$ cat src/sv/arm_thumb_format_classifier_macros.svh
// Assertion macros for the instruction format classifier.
`ifndef ARM_THUMB_FORMAT_CLASSIFIER_MACROS_SVH
`define ARM_THUMB_FORMAT_CLASSIFIER_MACROS_SVH

`ifndef ASSERT_OFF

// Same-cycle implication, disabled during reset
`define ASSERT_IMPLIES(label, clk, rst, ante, cons) \
  label: assert property (@(posedge clk) disable iff (rst) (ante) |-> (cons)) \
    else $error("assertion failed: same-cycle implication");

// Next-cycle implication, disabled during reset
`define ASSERT_NEXT(label, clk, rst, ante, cons) \
  label: assert property (@(posedge clk) disable iff (rst) (ante) |=> (cons)) \
    else $error("assertion failed: next-cycle implication");

`else

`define ASSERT_IMPLIES(label, clk, rst, ante, cons)
`define ASSERT_NEXT(label, clk, rst, ante, cons)

`endif

`endif

$ cat src/sv/atfc_pkg.sv
// Format class codes and decode functions for the ARM/Thumb format classifier.
package atfc_pkg;

  typedef logic [4:0] format_class_t;

  // ARM classes
  localparam format_class_t CLS_ARM_BX       = 5'd0;
  localparam format_class_t CLS_ARM_BRANCH   = 5'd1;
  localparam format_class_t CLS_ARM_SWAP     = 5'd2;
  localparam format_class_t CLS_ARM_HALF     = 5'd3;
  localparam format_class_t CLS_ARM_PSR      = 5'd4;
  localparam format_class_t CLS_ARM_DATA     = 5'd5;
  localparam format_class_t CLS_ARM_MUL_LONG = 5'd6;
  localparam format_class_t CLS_ARM_MUL      = 5'd7;
  localparam format_class_t CLS_ARM_SINGLE   = 5'd8;
  localparam format_class_t CLS_ARM_BLOCK    = 5'd9;
  localparam format_class_t CLS_ARM_SWI      = 5'd10;
  localparam format_class_t CLS_ARM_UNDEF    = 5'd11;

  // Thumb classes
  localparam format_class_t CLS_T_MOVE_SHIFT = 5'd12;
  localparam format_class_t CLS_T_ADD_SUB    = 5'd13;
  localparam format_class_t CLS_T_IMM_OP     = 5'd14;
  localparam format_class_t CLS_T_ALU_OP     = 5'd15;
  localparam format_class_t CLS_T_HI_REG     = 5'd16;
  localparam format_class_t CLS_T_PC_LOAD    = 5'd17;
  localparam format_class_t CLS_T_LS_REG     = 5'd18;
  localparam format_class_t CLS_T_LS_SIGN    = 5'd19;
  localparam format_class_t CLS_T_LS_IMM     = 5'd20;
  localparam format_class_t CLS_T_LS_HALF    = 5'd21;
  localparam format_class_t CLS_T_SP_REL     = 5'd22;
  localparam format_class_t CLS_T_LOAD_ADDR  = 5'd23;
  localparam format_class_t CLS_T_ADD_SP     = 5'd24;
  localparam format_class_t CLS_T_PUSH_POP   = 5'd25;
  localparam format_class_t CLS_T_LS_MULTI   = 5'd26;
  localparam format_class_t CLS_T_COND_BR    = 5'd27;
  localparam format_class_t CLS_T_SWI        = 5'd28;
  localparam format_class_t CLS_T_BRANCH     = 5'd29;
  localparam format_class_t CLS_T_LONG_BL    = 5'd30;
  localparam format_class_t CLS_T_UNDEF      = 5'd31;

  // ARM match patterns
  localparam logic [23:0] ARM_BX_PATTERN = 24'b000100101111111111110001;
  localparam logic [31:0] ARM_PSR_MASK   = 32'h0D90_0000;
  localparam logic [31:0] ARM_PSR_MATCH  = 32'h0100_0000;

  // Thumb match patterns
  localparam logic [5:0] T_ALU_PREFIX    = 6'b010000;
  localparam logic [5:0] T_HI_PREFIX     = 6'b010001;
  localparam logic [4:0] T_PC_PREFIX     = 5'b01001;
  localparam logic [4:0] T_BRANCH_PREFIX = 5'b11100;

  // Classify a 32-bit ARM word; first matching test wins
  function automatic format_class_t arm_class(input logic [31:0] w);
    format_class_t cls;
    logic [1:0]    op;
    op = w[24:23];
    if (w[27:4] == ARM_BX_PATTERN) begin
      cls = CLS_ARM_BX;
    end else if (w[27:25] == 3'b101) begin
      cls = CLS_ARM_BRANCH;
    end else if ((w & ARM_PSR_MASK) == ARM_PSR_MATCH) begin
      if (w[7] && w[4] && !w[25]) begin
        cls = (w[6:5] == 2'b00) ? CLS_ARM_SWAP : CLS_ARM_HALF;
      end else begin
        cls = CLS_ARM_PSR;
      end
    end else if (w[27:26] == 2'b00) begin
      if (w[7] && !w[4]) begin
        if (w[25] || w[20] || op != 2'b10) begin
          cls = CLS_ARM_DATA;
        end else begin
          cls = w[23] ? CLS_ARM_MUL_LONG : CLS_ARM_MUL;
        end
      end else if (w[7] && w[4]) begin
        if (w[7:4] == 4'b1001) begin
          if (w[25]) begin
            cls = CLS_ARM_DATA;
          end else if (op == 2'b10) begin
            cls = CLS_ARM_SWAP;
          end else begin
            cls = w[23] ? CLS_ARM_MUL_LONG : CLS_ARM_MUL;
          end
        end else begin
          cls = w[25] ? CLS_ARM_DATA : CLS_ARM_HALF;
        end
      end else begin
        cls = CLS_ARM_DATA;
      end
    end else if (w[27:26] == 2'b01) begin
      cls = CLS_ARM_SINGLE;
    end else if (w[27:25] == 3'b100) begin
      cls = CLS_ARM_BLOCK;
    end else if (w[27:24] == 4'hF) begin
      cls = CLS_ARM_SWI;
    end else begin
      cls = CLS_ARM_UNDEF;
    end
    return cls;
  endfunction

  // Classify a 16-bit Thumb halfword; first matching test wins
  function automatic format_class_t thumb_class(input logic [15:0] w);
    format_class_t cls;
    if (w[15:13] == 3'd0) begin
      cls = (w[12:11] == 2'b11) ? CLS_T_ADD_SUB : CLS_T_MOVE_SHIFT;
    end else if (w[15:13] == 3'd1) begin
      cls = CLS_T_IMM_OP;
    end else if (w[15:10] == T_ALU_PREFIX) begin
      cls = CLS_T_ALU_OP;
    end else if (w[15:10] == T_HI_PREFIX) begin
      cls = CLS_T_HI_REG;
    end else if (w[15:11] == T_PC_PREFIX) begin
      cls = CLS_T_PC_LOAD;
    end else if (w[15:12] == 4'h5) begin
      cls = w[9] ? CLS_T_LS_SIGN : CLS_T_LS_REG;
    end else if (w[15:13] == 3'd3) begin
      cls = CLS_T_LS_IMM;
    end else if (w[15:12] == 4'h8) begin
      cls = CLS_T_LS_HALF;
    end else if (w[15:12] == 4'h9) begin
      cls = CLS_T_SP_REL;
    end else if (w[15:12] == 4'hA) begin
      cls = CLS_T_LOAD_ADDR;
    end else if (w[15:12] == 4'hB) begin
      // only bits 11..9 all clear give the SP offset form
      cls = (w[11:9] == 3'b000) ? CLS_T_ADD_SP : CLS_T_PUSH_POP;
    end else if (w[15:12] == 4'hC) begin
      cls = CLS_T_LS_MULTI;
    end else if (w[15:12] == 4'hD) begin
      cls = (w[11:8] == 4'hF) ? CLS_T_SWI : CLS_T_COND_BR;
    end else if (w[15:11] == T_BRANCH_PREFIX) begin
      cls = CLS_T_BRANCH;
    end else if (w[15:12] == 4'hF) begin
      cls = CLS_T_LONG_BL;
    end else begin
      cls = CLS_T_UNDEF;
    end
    return cls;
  endfunction

endpackage

$ cat src/sv/arm_thumb_format_classifier.sv
// Top level of the ARM/Thumb instruction format classifier.
// Throughput: one instruction per cycle; busy stays low, so start may be high every cycle.
// Path: input register, one pass of pattern-test logic, result register.
// Reset (rst, synchronous, active high) clears the valid flags; no beat is
// pending afterwards. The receiver cannot stall: strobe marks each result for one cycle.
`include "arm_thumb_format_classifier_macros.svh"

module arm_thumb_format_classifier
  import atfc_pkg::*;
(
  input  logic          clk,
  input  logic          rst,
  input  logic          start,
  output logic          busy,
  input  logic [31:0]   instruction_word,
  input  logic          action,
  output logic          strobe,
  output logic [4:0]    format_class
);

  logic          in_valid;
  logic [31:0]   in_word;
  logic          in_action;
  format_class_t format_class_next;

  // Never hold off an input beat
  assign busy = 1'b0;

  // Capture the input beat
  always_ff @(posedge clk) begin
    if (rst) begin
      in_valid <= 1'b0;
    end else begin
      in_valid <= start && !busy;
    end
    if (start && !busy) begin
      in_word   <= instruction_word;
      in_action <= action;
    end
  end

  // Classify by mode; Thumb looks at the low halfword only
  always_comb begin
    if (in_action) begin
      format_class_next = thumb_class(in_word[15:0]);
    end else begin
      format_class_next = arm_class(in_word);
    end
  end

  // Register the result beat
  always_ff @(posedge clk) begin
    if (rst) begin
      strobe <= 1'b0;
    end else begin
      strobe <= in_valid;
    end
    if (in_valid) begin
      format_class <= format_class_next;
    end
  end

  // Checks
  `ASSERT_NEXT(a_accept_fills, clk, rst, start && !busy, in_valid)
  `ASSERT_NEXT(a_stage_strobes, clk, rst, in_valid, strobe)
  `ASSERT_NEXT(a_no_phantom, clk, rst, !in_valid, !strobe)
  `ASSERT_NEXT(a_thumb_range, clk, rst, in_valid && in_action, format_class >= CLS_T_MOVE_SHIFT)
  `ASSERT_NEXT(a_arm_range, clk, rst, in_valid && !in_action, format_class <= CLS_ARM_UNDEF)

endmodule

$ cat config.mk
export PLATFORM = sky130hd
export DESIGN_NAME = arm_thumb_format_classifier
export DESIGN_NICKNAME = d
export VERILOG_FILES = /design/src/sv/atfc_pkg.sv /design/src/sv/arm_thumb_format_classifier.sv
export VERILOG_INCLUDE_DIRS = /design/src /design/src/sv
export SDC_FILE = /design/constraint.sdc
export NUM_CORES = 1
export LEC_CHECK = 0
export BUFFER_PORTS_ARGS = -buffer_cell sky130_fd_sc_hd__buf_2
export CORE_MARGIN = 4
export CORE_UTILIZATION = 53
export DETAILED_ROUTE_END_ITERATION = 8
export PLACE_DENSITY = 0.92
export SYNTH_ARGS = -nofsm -noshare
export SYNTH_HDL_FRONTEND = slang
export SYNTH_SLANG_ARGS = --single-unit
$ cat constraint.sdc
create_clock -name clk -period 3.83 [get_ports clk]
set_clock_uncertainty 0.2 [all_clocks]
set_input_delay 0.1915 -clock clk [delete_from_list [all_inputs] [get_ports clk]]
set_output_delay 0.1915 -clock clk [all_outputs]
set_load 0.03 [all_outputs]
# Word-level counts from Yosys, hierarchy flattened
# Index checks and enable logic that the tools add are counted.
[op_classes] eq_ne=25 mux=37 n_reduce_logical=11
[ops] op="two-way mux 5 bit" n=11
[ops] op="equality test 4 bit, second input constant" n=10
[ops] op="two-way mux 4 bit" n=7
[ops] op="equality test 24 x 21 -> 1 bit, second input constant" n=1
[ops] op="two-way mux 3 bit" n=8
[ops] op="equality test 6 x 5 -> 1 bit, second input constant" n=2
[ops] op="two-way mux 2 bit" n=4
[ops] op="two-way mux 1 bit" n=7
[ops] op="equality test 3 bit, second input constant" n=2
[ops] op="logical NOT 3 bit" n=2
[ops] op="equality test 5 x 3 -> 1 bit, second input constant" n=1
[ops] op="equality test 5 x 4 -> 1 bit, second input constant" n=1
[ops] op="equality test 5 bit, second input constant" n=1
[ops] op="equality test 2 bit, second input constant" n=2
[ops] op="equality test 4 x 3 -> 1 bit, second input constant" n=1
[ops] op="logical NOT 2 bit" n=2
[ops] op="equality test 3 x 1 -> 1 bit, second input constant" n=1
[ops] op="equality test 3 x 2 -> 1 bit, second input constant" n=1
[ops] op="logical AND 1 bit" n=3
[ops] op="equality test 2 x 1 -> 1 bit, second input constant" n=1
[ops] op="logical NOT 1 bit" n=2
[ops] op="logical OR 1 bit" n=2
[ops] op="!= test 2 bit, second input constant" n=1
[totals] in_bits=36 elab_cells=78 reg_bits=36 output_inout_bits=7

# Longest topological paths before layout
# Gate-level depths: netlist (run 1).
[logic_depth] word_depth=17 depth_mapped=5 ltp_nobuf=4

# Least setup slack after synthesis (run 1)
# Ideal clock, no wire load.
[synth_path] path_type="flip-flop to flip-flop" startpoint="register in_word[11]" endpoint="register format_class[2], data pin" arrival_time_ns=1.295 required_time_ns=3.472 n_path_buf=0 synth_period_minus_slack_ns=1.653 path_stages_with_launch=5 setup_ns=0.158 setup_slack_ns=2.177 cell_sequence="edfxtp_1 or4_4 o211ai_2 a21oi_2 a211oi_2"
[synth_via] elab_chain_len=16 word_cells_on_any_way=21 cone_classes="eq/ne (5); mux (16)"
[synth_rtl] item="from (decl)" line="arm_thumb_format_classifier.sv:22" text="logic [31:0] in_word;"
[synth_rtl] item="from (signal assigned)" line="arm_thumb_format_classifier.sv:37" text="in_word <= instruction_word;"
[synth_rtl] item="equality test 4 bit" line="atfc_pkg.sv:131" text="cls = (w[11:8] == 4'hF) ? CLS_T_SWI : CLS_T_COND_BR;"
[synth_rtl] item="two-way mux 3 bit" line="atfc_pkg.sv:131"
[synth_rtl] item="two-way mux 3 bit" line="atfc_pkg.sv:130" text="end else if (w[15:12] == 4'hD) begin"
[synth_rtl] item="two-way mux 3 bit" line="atfc_pkg.sv:128" text="end else if (w[15:12] == 4'hC) begin"
[synth_rtl] item="two-way mux 3 bit" line="atfc_pkg.sv:125" text="end else if (w[15:12] == 4'hB) begin"
[synth_rtl] item="two-way mux 4 bit" line="atfc_pkg.sv:123" text="end else if (w[15:12] == 4'hA) begin"
[synth_rtl] item="two-way mux 4 bit" line="atfc_pkg.sv:121" text="end else if (w[15:12] == 4'h9) begin"
[synth_rtl] item="two-way mux 4 bit" line="atfc_pkg.sv:119" text="end else if (w[15:12] == 4'h8) begin"
[synth_rtl] item="two-way mux 4 bit" line="atfc_pkg.sv:117" text="end else if (w[15:13] == 3'd3) begin"
[synth_rtl] item="two-way mux 4 bit" line="atfc_pkg.sv:115" text="end else if (w[15:12] == 4'h5) begin"
[synth_rtl] item="two-way mux 4 bit" line="atfc_pkg.sv:113" text="end else if (w[15:11] == T_PC_PREFIX) begin"
[synth_rtl] item="two-way mux 4 bit" line="atfc_pkg.sv:111" text="end else if (w[15:10] == T_HI_PREFIX) begin"
[synth_rtl] item="two-way mux 5 bit" line="atfc_pkg.sv:109" text="end else if (w[15:10] == T_ALU_PREFIX) begin"
[synth_rtl] item="two-way mux 5 bit" line="atfc_pkg.sv:107" text="end else if (w[15:13] == 3'd1) begin"
[synth_rtl] item="two-way mux 5 bit" line="atfc_pkg.sv:105" text="if (w[15:13] == 3'd0) begin"
[synth_rtl] item="two-way mux 5 bit *" line="arm_thumb_format_classifier.sv:44" text="if (in_action) begin"
[synth_rtl] item="via format_class_next[2]" line="arm_thumb_format_classifier.sv:24" text="format_class_t format_class_next;"
[synth_rtl] item="to (signal assigned)" line="arm_thumb_format_classifier.sv:59" text="format_class <= format_class_next;"
[synth_rtl] item="to (decl)" line="arm_thumb_format_classifier.sv:18" text="output logic [4:0] format_class"
# The timed path passes the listed nets; every way through them passes the cells marked *.
# A chain may end at the register's enable or synchronous reset.

# Final worst setup path (run 1)
[layout_path] startpoint="register in_word[13]" endpoint="register format_class[0], data pin"
[layout_via] elab_chain_len=17 word_cells_on_any_way=33 cone_classes="eq/ne (15); mux (17); reduce/logical (1)"
[layout_rtl] item="equality test 4 bit" line="atfc_pkg.sv:134" text="end else if (w[15:12] == 4'hF) begin"
[layout_rtl] item="two-way mux 1 bit" line="atfc_pkg.sv:134"
[layout_rtl] item="two-way mux 2 bit" line="atfc_pkg.sv:132" text="end else if (w[15:11] == T_BRANCH_PREFIX) begin"
[layout_rtl] item="two-way mux 3 bit" line="atfc_pkg.sv:130"
[layout_rtl] item="two-way mux 3 bit" line="atfc_pkg.sv:128"
[layout_rtl] item="two-way mux 3 bit" line="atfc_pkg.sv:125"
[layout_rtl] item="two-way mux 4 bit" line="atfc_pkg.sv:123"
[layout_rtl] item="two-way mux 4 bit" line="atfc_pkg.sv:121"
[layout_rtl] item="[2 not listed]"
[layout_rtl] item="two-way mux 4 bit" line="atfc_pkg.sv:115"
[layout_rtl] item="two-way mux 4 bit" line="atfc_pkg.sv:113"
[layout_rtl] item="two-way mux 4 bit" line="atfc_pkg.sv:111"
[layout_rtl] item="two-way mux 5 bit" line="atfc_pkg.sv:109"
[layout_rtl] item="two-way mux 5 bit" line="atfc_pkg.sv:107"
[layout_rtl] item="two-way mux 5 bit" line="atfc_pkg.sv:105"
[layout_rtl] item="two-way mux 5 bit *" line="arm_thumb_format_classifier.sv:44"
[layout_rtl] item="via format_class_next[0]" line="arm_thumb_format_classifier.sv:24"
# Marked as above.

==> results of run 1 <==
## timing repair
action	CTS	global route
buffers inserted	0	0
hold buffers	26	0
endpoints found under the hold margin	27	0
## cell type report
| class | count | area [um^2] | share of cell area [%] |
|---|---|---|---|
| well taps | 30 | 37.54 | 1.975 |
| flip-flops and latches | 32 | 940.9 | 49.51 |
| multi-input cells | 63 | 426.7 | 22.45 |
| clock inverters | 3 | 13.76 | 0.7242 |
| repair buffers | 59 | 425.4 | 22.38 |
| inverters | 5 | 18.77 | 0.9875 |
| clock buffers | 5 | 37.54 | 1.975 |
## report_power, final
group / leakage [nW] / switching (mW) / internal [mW] / total, mW
clock: 0.0324 / 0.118 / 0.0672 / 0.186
sequential: 0.308 / 0.0285 / 0.415 / 0.443
combinational: 0.399 / 0.0528 / 0.0544 / 0.107
## layer usage
| layer | track usage (%) | vias to the layer above |
|---|---|---|
| li1 | - | 524 |
| met1 | 24.12 | 521 |
| met2 | 38.43 | 90 |
| met3 | 8.423 | 16 |
| met4 | 12.03 | 0 |
| met5 | 0 | - |
## critical path, cell delays in order, from the launching register on
cell	delay (ps)
edfxtp_1	570
nand2b_1	250
or2_1	230
a41o_1	240
a211oi_2	200
## sequential cells by signal, indices dropped and copies added, names as in the netlist
| signal | flops |
|---|---|
| strobe | 1 |
| in_action | 1 |
| in_word | 24 |
| format_class | 5 |
| in_valid | 1 |
## Yosys cell counts, drive strengths merged (2+ instances only)
master  instances
edfxtp         30
a21oi           7
nor2            6
buf             5
inv             5
nand2           5
nor2b           5
nand3           4
nand2b          3
o21ai           3
a211oi          2
a221oi          2
dfxtp           2
nor4            2
o211ai          2
o22ai           2
## cells by family after synthesis
group	after synthesis
buffers and inverters	10
flip-flops	32
AND/OR/NAND/NOR	34
other	1
AO/OA/AOI/OAI	28
## stage by stage
step | util, % | setup slack (ps) | cells | instance area, um^2 | hold slack, ps
floorplan | - | 2177 | 105 | 1431 | 63.11
global placement | 63.00 | 2024 | 163 | 1589 | 168.0
detailed placement | 63.00 | 2023 | 163 | 1589 | 169.6
CTS | 75.35 | 1988 | 197 | 1901 | 160.7
global route | 75.35 | 1859 | 197 | 1901 | 175.8
finish | 75.35 | 1966 | 197 | 1901 | 166.2
## path summary, 6_finish.rpt
check                             start  slack [ps]                        end  cells after the start
setup / recovery  in_word[13]$_DFFE_PP_        1970  format_class[0]$_DFFE_PP_                      4
hold / removal                    start         170      in_word[11]$_DFFE_PP_                      1
setup reg to reg  in_word[13]$_DFFE_PP_        1970  format_class[0]$_DFFE_PP_                      4
hold reg to reg     in_valid$_SDFF_PP0_         350  format_class[2]$_DFFE_PP_                      0
## layout by cell type, fill, tap and decap left out, types with 3 or more instances in the layout
cell type,count
nor2_1,6
nand2b_1,3
edfxtp_1,30
nand2_1,5
nor2b_1,5
dlygate4sd3_1,26
nand3_1,4
inv_1,5
buf_2,33
o21ai_0,3
clkbuf_4,5
a21oi_1,6
==> summary.txt, run 1 <==
STA
  • Fin Setup TNS: 0 ps
  • Final period util: between 40% and 50%
  • Max Freq: 536.5 MHz
  • Final Critical Period: 1864 ps
  • Setup violations, final: 0
  • Final Hold Fails: 0
  • Relative slew slack: 62.35%
  • Tightest Pin Transition: 564.7 ps
  • RSZ-0062 raised after global routing: no
  • Slew Limit Fails: 0

Synthesis
  • Yosys warns: 0
  • Area of the mapped netlist: 1431 um^2
  • Top cell type's share of synthesized area: between 60 and 70%
  • Synthesized area per cell: approximately 14 um^2
  • Main combinational cell family by area after synthesis: compound AO/OA/AOI/OAI gates
  • Number of flops mapped to enable cells by yosys: 30
  • Post-Synth Adder-Cell Area: 0%
  • Synth Area in Compound Gates: 16.08%
  • Register area share after synthesis: 65.73%
  • Synthesized instance count: 105
  • Number of synthesized register bits: 32
  • Most frequently used flop master after synthesis: edfxtp_1
  • Top cells by area, synth: edfxtp_1, dfxtp_1, nor2b_1
  • Portion of netlist area occupied by mux cells: 0%
  • Post-synthesis simple-gate area fraction: between 10% and 20%
  • Synth Area in XOR/XNOR: 0%
  • Asr flop ratio synth: 0%
  • Synth area leader: edfxtp_1
  • Synth Net Count: 141
  • Synth unique cells: 40

Routing
  • DR vias: around 1,200
  • Post-route ant nets: 0
  • Routed met2 length: 1866 um
  • Routed wire per std cell: 18.10 um
  • Total Wirelength: about 3600 um
  • Met1 wire length: 1254 um
  • Vias per std cell: 5.843
  • Top sig layer: met4
  • DRT iter0 DRCs: 71
  • DR pass1 iterations: 4
  • Detail Route met3 WL: 336 um
  • Drt drc: 0

Min path
  • Worst Hold Class: in -> reg

Layout
  • Fraction of layout cells with a size suffix above 1: about 28%
  • Fill cells: roughly 140
  • Net count reported at finish: a little over 200
  • Area Overhead vs Synth: 32.78%
  • Number of diodes: 0

Run status
  • Status: finished clean

Clocking
  • CTS tree: yes
  • H-tree depth: 2
  • Clk buf depth: 2
  • Reg clk slew, reported paths: 110 ps
  • Sink Count: 32
  • CTS Root Buffer Type: clkbuf_4
  • Clock buffer count from CTS: 5
  • Post-cts resize count: 0
  • Clk Latency, worst-skew pair: 350 ps

Flow run
  • Max-Cap Viols: 0

Floorplanning
  • Die width: 59.97 um
  • Starting Density: 56.75%
  • Die ar.: 3596 um^2
  • Rows: 18
  • I/O pins: 43
  • Core box area: about 2500 um^2
  • Die span in y: 59.97 um

Placed design
  • Detailed placement HPWL: approximately 1800 um
  • Routability cong.: 0.8463
  • IO buf count: 33

Global route
  • Vias in the first global route: 1,177
  • Global Route Usage Sum: a little under a quarter
  • Global-route wire length before repair: roughly 5500 um
  • Maximum number of pins on one net before global-route repair: 27
  • Total gr overflow: 0
  • Initial antenna violation count: 0

Setup path
  • Worst endpoint required time: 3810 ps
  • CP Data Arrival Time: 1840 ps
  • Peak fanout along the critical path: 11
  • WS Path Type: reg -> reg
  • Worst Setup End Kind: register
  • Critical Path Source Type: register

Pwr
  • Total power per unit cell area: 387.4 nW/um^2
  • Pleak: 0.7395 nW
  • Worst IR Drop VDD: ~0.00036 V
  • Final Power: between 0.7 and 0.8 mW
Power figures use the tool's default switching activity.
==> run 2, diff against run 1 <==
--- a/config.mk
+++ b/config.mk
@@ -8,9 +8,9 @@
 export LEC_CHECK = 0
 export BUFFER_PORTS_ARGS = -buffer_cell sky130_fd_sc_hd__buf_2
 export CORE_MARGIN = 4
-export CORE_UTILIZATION = 53
+export CORE_UTILIZATION = 45
 export DETAILED_ROUTE_END_ITERATION = 8
-export PLACE_DENSITY = 0.92
+export PLACE_DENSITY = 0.84
 export SYNTH_ARGS = -nofsm -noshare
 export SYNTH_HDL_FRONTEND = slang
 export SYNTH_SLANG_ARGS = --single-unit
==> constraint.sdc (replaced) <==
create_clock -name clk -period 1.7 [get_ports clk]
set_clock_uncertainty 0.2 [all_clocks]
set_input_delay 0.085 -clock clk [delete_from_list [all_inputs] [get_ports clk]]
set_output_delay 0.085 -clock clk [all_outputs]
set_load 0.03 [all_outputs]
==> run 2 against run 1 <==
Final cell count is 16% higher. Worst setup slack worse by 2000 ps. Count of clock-buffer cells in the layout did not move. Non-clock buffer count is 18 higher. Critical endpoint is now format_class[2]$_DFFE_PP_. Maximum frequency grew 7.0%. Cell area is 10% higher. Die area increased by 15%. Routed wire length is 4.8% lower. The flow now finishes with violations (setup timing).
==> summary.txt, run 2 (synthesis results as in run 1) <==
Run status
  • Status: finished, violations left
  • Violated checks: setup timing

Pwr
  • NetSw: 0.4407 mW
  • Seq pwr share: 53.2%
  • Clk network pwr share: a little under a third
  • Pleak: 0.8362 nW
  • Worst IR Drop VDD: 0.0006022 V
  • Total power per unit cell area: 876.1 nW/um^2
  • Sw Ratio: 23.97%
  • Power Internal: about 1.4 mW
  • Comb pwr share: 16.7%

Layout
  • Area Overhead vs Synth: 46.59%
  • Net count reported at finish: 220
  • Fraction of layout cells with a size suffix above 1: 36.76%
  • Number of diodes: 0
  • Most frequent cells in the layout: buf_2, edfxtp_1, dlygate4sd3_1, buf_4
  • Cell Count, Final, Fillers Out: 229
  • Reg with most FFs: in_word
  • Final core occ: 68.73%
  • Fill cells: 210
  • Max reg flops: 24
  • Most common cell after layout, fill and taps aside: buf_2
  • Biggest regs: in_word: 24 flops, format_class: 5 flops

Global route
  • Total gr overflow: 0
  • Initial antenna violation count: 0
  • Maximum number of pins on one net before global-route repair: 27
  • Global-route wire length before repair: 5699 um
  • Vias in the first global route: 1,247
  • Global Route Usage Sum: 18.06%

Setup path
  • Critical Path Source Type: register
  • Crit path largest cell delay: 550 ps
  • CP Cell Sequence: or4_4 -> o211ai_2 -> a21oi_2 -> a211oi_2
  • CP Launch Point: in_word[11]$_DFFE_PP_
  • Worst endpoint required time: between 1500 and 2000 ps
  • CP Data Arrival Time: around 1700 ps
  • WS Path Type: reg -> reg
  • Worst Setup End Kind: register
  • Worst path slowest cell: or4_4
  • Reg2Reg Launch Point: in_word[11]$_DFFE_PP_
  • Peak fanout along the critical path: 6

Min path
  • Hold_sp: start
  • Worst Hold Class: in -> reg

Clocking
  • CTS Root Buffer Type: clkbuf_4
  • H-tree depth: 2
  • Clock buffer count from CTS: 5
  • CTS tree: yes
  • Clk buf depth: 2
  • Reg clk slew, reported paths: roughly 100 ps
  • Clk Latency, worst-skew pair: 330 ps
  • Sink Count: 32

STA
  • Final Critical Period: 1742 ps
  • RSZ-0062 raised after global routing: yes
  • Relative slew slack: 63.03%
  • Final period util: 102.5%
  • Slew Limit Fails: 0
  • Final Hold Fails: 0
  • Max Freq: 574.1 MHz
  • Tightest Pin Transition: 554.6 ps
  • Final Worst Setup Slack: -41.83 ps
  • Setup violations, final: 2
  • Hold WS: 74.89 ps

Routing
  • Drt drc: 0
  • DR vias: 1,151
  • Vias per std cell: 5.026
  • DRT iter0 DRCs: 46
  • Post-route ant nets: 0
  • Routed wire per std cell: 14.83 um
  • Total Wirelength: 3395 um
  • DR pass1 iterations: 5

Floorplanning
  • Rows: 20
  • I/O pins: 43
  • Die ar.: 4147 um^2
  • Starting Density: between 40% and 50%
  • Die width: 64.40 um
  • Core box area: just over 3000 um^2
  • Die span in y: roughly 64 um

Placed design
  • Placed Cells: 193
  • IO buf count: 33
  • Detailed placement HPWL: approximately 1900 um
  • Routability cong.: 0.8706

Flow run
  • Max-Cap Viols: 0
-- run 2: path summary, 6_finish.rpt --
| check | end | slack [ps] | cells past startpoint |
|---|---|---|---|
| worst max-delay path | format_class[2]$_DFFE_PP_ | -40 | 4 |
| worst min-delay path | in_word[12]$_DFFE_PP_ | 70 | 1 |
| worst min register to register | format_class[0]$_DFFE_PP_ | 370 | 0 |
| worst max register to register | format_class[2]$_DFFE_PP_ | -40 | 4 |
-- run 2: what timing repair did --
item | CTS | global route
hold buffers | 26 | 0
setup endpoints to repair | 2 | 5
cloned | 0 | 0
gates resized for setup | 0 | 6
pin swaps | 5 | 3
endpoints found under the hold margin | 27 | 0
buffers inserted | 2 | 0
-- run 2: routing by layer --
| metal | wire (um) | GRT usage (%) | vias up |
|---|---|---|---|
| met5 | 0 | 0 | - |
| met4 | 23 | 6.332 | 0 |
| met3 | 205 | 4.745 | 4 |
| met2 | 1845 | 32.99 | 43 |
| met1 | 1320 | 20.05 | 542 |
| li1 | - | - | 562 |
-- run 2: final cells by class --
cell class / count / area (um^2) / share of cell area (%)
clock inverter: 3 / 37.54 / 1.789
timing repair buffer: 77 / 564.3 / 26.89
clock buffer: 5 / 37.54 / 1.789
multi-input combinational: 63 / 444.2 / 21.17
tap: 44 / 55.05 / 2.624
inverter: 5 / 18.77 / 0.8945
sequential: 32 / 940.9 / 44.84
-- run 2: metrics by stage --
stage	TNS (ps)	setup slack (ps)	power (mW)	area, um^2
floorplan	0	47.00	1.126	1431
global placement	-16.81	-16.81	1.226	1727
detailed placement	-56.81	-44.24	1.234	1727
CTS	-23.88	-23.88	1.827	2077
global route	-173.1	-90.58	1.922	2098
finish	-64.25	-41.83	1.838	2098
-- run 2: power groups by stage --
stage / logic (mW) / clock network [mW] / registers [mW]
floorplan: 0.119 / 0 / 1.01
global placement: 0.235 / 0 / 0.991
detailed placement: 0.241 / 0 / 0.993
CTS: 0.293 / 0.560 / 0.974
global route: 0.333 / 0.601 / 0.987
finish: 0.307 / 0.553 / 0.978
-- run 2: critical path: cells and delay by family (launching register included) --
family	cells	cell delay [ps]
simple gates	1	550
compound gates	3	340
flops	1	500
==> run 3, diff against run 2 <==
--- a/config.mk
+++ b/config.mk
@@ -7,8 +7,10 @@
 export NUM_CORES = 1
 export LEC_CHECK = 0
 export BUFFER_PORTS_ARGS = -buffer_cell sky130_fd_sc_hd__buf_2
+export CELL_PAD_IN_SITES_DETAIL_PLACEMENT = 0
+export CELL_PAD_IN_SITES_GLOBAL_PLACEMENT = 1
 export CORE_MARGIN = 4
-export CORE_UTILIZATION = 45
+export CORE_UTILIZATION = 36
 export DETAILED_ROUTE_END_ITERATION = 8
 export PLACE_DENSITY = 0.84
 export SYNTH_ARGS = -nofsm -noshare
==> run 3 against run 2 <==
The run still ends with setup timing left. Hold slack gained 46 ps. Clock power decreased by 3%. Utilization down 12 points. Sequential share of layout area shrank 0.81 points. Final cell count grew 2.6%. Power shrank 0.54%. Register-to-register slack got worse by 20 ps. Routed wire length fell by 7.5%. Critical endpoint is now format_class[0]$_DFFE_PP_. Largest cell class unchanged.
==> summary.txt, run 3 (synthesis results as in run 1) <==
Clocking
  • Clk buf depth: 2
  • Sink Count: 32
  • Reg clk slew, reported paths: 60 ps
  • CTS Root Buffer Type: clkbuf_8
  • Clk Latency, worst-skew pair: 280 ps
  • CTS tree: yes
  • Clock buffer count from CTS: 5
  • H-tree depth: 2

Floorplanning
  • Die width: 71.06 um
  • Core box area: ~3700 um^2
  • Die ar.: between 5000 and 6000 um^2
  • I/O pins: 43
  • Rows: 22
  • Starting Density: a little under two fifths
  • Die span in y: 71.06 um

Layout
  • Cell Count, Final, Fillers Out: 235
  • Number of diodes: 0
  • Biggest regs: in_word: 24 flops, format_class: 5 flops
  • Net count reported at finish: 222
  • Max reg flops: 24
  • Area Overhead vs Synth: 49.30%
  • Fraction of layout cells with a size suffix above 1: 37.43%
  • Reg with most FFs: in_word
  • Most frequent cells in the layout: buf_2, edfxtp_1, dlygate4sd3_1, buf_4, nor2_1
  • Most common cell after layout, fill and taps aside: buf_2

Run status
  • Status: finished, violations left
  • Violated checks: setup timing

Routing
  • DRT iter0 DRCs: 29
  • Routed wire per std cell: approximately 13 um
  • Total Wirelength: approximately 3100 um
  • DR pass1 iterations: 4
  • Drt drc: 0
  • Post-route ant nets: 0
  • Vias per std cell: 4.791
  • DR vias: 1,126

Setup path
  • CP Data Arrival Time: 1680 ps
  • Critical Path Source Type: register
  • Worst Setup End Kind: register
  • CP delay by family, top: compound AO/OA/AOI/OAI gates
  • Crit path largest cell delay: 410 ps
  • Worst endpoint required time: 1620 ps
  • WS Path Type: reg -> reg
  • Worst path slowest cell: edfxtp_1
  • CP Buf/Inv Count: 1
  • Peak fanout along the critical path: 7
  • CP Cell Sequence: buf_6 -> o41ai_4 -> a21bo_2 -> a221oi_4 -> a211oi_2

Pwr
  • Total power per unit cell area: 855.5 nW/um^2
  • Worst IR Drop VDD: roughly 0.00054 V
  • Final Power: 1.828 mW
  • Pleak: 0.8465 nW

Global route
  • Global-route wire length before repair: 5437 um
  • Maximum number of pins on one net before global-route repair: 27
  • Global Route Usage Sum: ~14%
  • Initial antenna violation count: 0
  • Total gr overflow: 0
  • Vias in the first global route: around 1,200

Placed design
  • Worst slack, placed: -73.51 ps
  • IO buf count: 33
  • Routability cong.: 0.8169
  • Placed Cells: between 150 and 200
  • Detailed placement HPWL: 2018 um

STA
  • Tightest Pin Transition: 540.7 ps
  • Hold WS: roughly 120 ps
  • Final Hold Fails: 0
  • Final Worst Setup Slack: -61.28 ps
  • Max Freq: 567.8 MHz
  • Final period util: 103.6%
  • Relative slew slack: a little under two thirds
  • RSZ-0062 raised after global routing: yes
  • Final Critical Period: 1761 ps
  • Setup violations, final: 4
  • Slew Limit Fails: 0

Min path
  • Worst Hold Class: in -> reg

Flow run
  • Max-Cap Viols: 0
==> run 3: cell count changes in the layout (fill, tap and decap cells not counted), sizes merged <==
cell,change
buf,+2
clkbuf,+2
bufinv,-1
clkinv,-1
==> run 3: worst register-to-register path: stages (launching register included) <==
cell	delay, ps
edfxtp_1	410
buf_6	160
o41ai_4	350
a21bo_2	250
a221oi_4	50
a211oi_2	180
==> run 3: routing by layer <==
metal | part of all wire [%] | global-route usage, % | vias to the layer above | wire length [um]
li1 | - | - | 567 | -
met1 | 41 | 15.03 | 516 | 1277
met2 | 51 | 24.30 | 35 | 1609
met3 | 5.9 | 4.830 | 8 | 184
met4 | 2.2 | 5.637 | 0 | 68
met5 | 0 | 0 | - | 0
==> run 3: path summary, 6_finish.rpt <==
check | cells past startpoint | endpoint | start | slack, ps
worst max register to register | 5 | format_class[0]$_DFFE_PP_ | in_word[12]$_DFFE_PP_ | -60
worst min register to register | 0 | format_class[3]$_DFFE_PP_ | in_valid$_SDFF_PP0_ | 370
worst max-delay path | 5 | format_class[0]$_DFFE_PP_ | in_word[12]$_DFFE_PP_ | -60
worst min-delay path | 1 | in_word[11]$_DFFE_PP_ | start | 120
==> run 3: area by class of cell <==
type | count | area (um^2)
inverters | 5 | 18.77
clock buffers | 7 | 76.32
clock inverters | 1 | 3.754
repair buffers | 79 | 579.3
fillers | 325 | 1607
flip-flops and latches | 32 | 940.9
well taps | 48 | 60.06
multi-input cells | 63 | 457.9
==> run 3: timing repair <==
action                                  in CTS  in global routing
endpoints found under the setup margin       3                  4
hold endpoints to repair                    27                  0
setup buffers                                4                  4
resized for setup                            2                  7
hold buffers                                26                  0
pin swaps                                    7                  5
==> run 3: report_power, final <==
| group | internal [mW] | switching (mW) |
|---|---|---|
| sequential | 0.935 | 0.0387 |
| clock | 0.284 | 0.249 |
| combinational | 0.172 | 0.148 |
| total | 1.39 | 0.436 |
==> run 3: stage by stage <==
step | setup TNS [ps] | utilization (%) | area [um^2]
finish | -160.4 | 57.09 | 2137
global route | -449.0 | 57.09 | 2137
CTS | -38.63 | 55.65 | 2083
detailed placement | -131.5 | 45.45 | 1702
global placement | -36.88 | 45.45 | 1702
floorplan | 0 | - | 1431
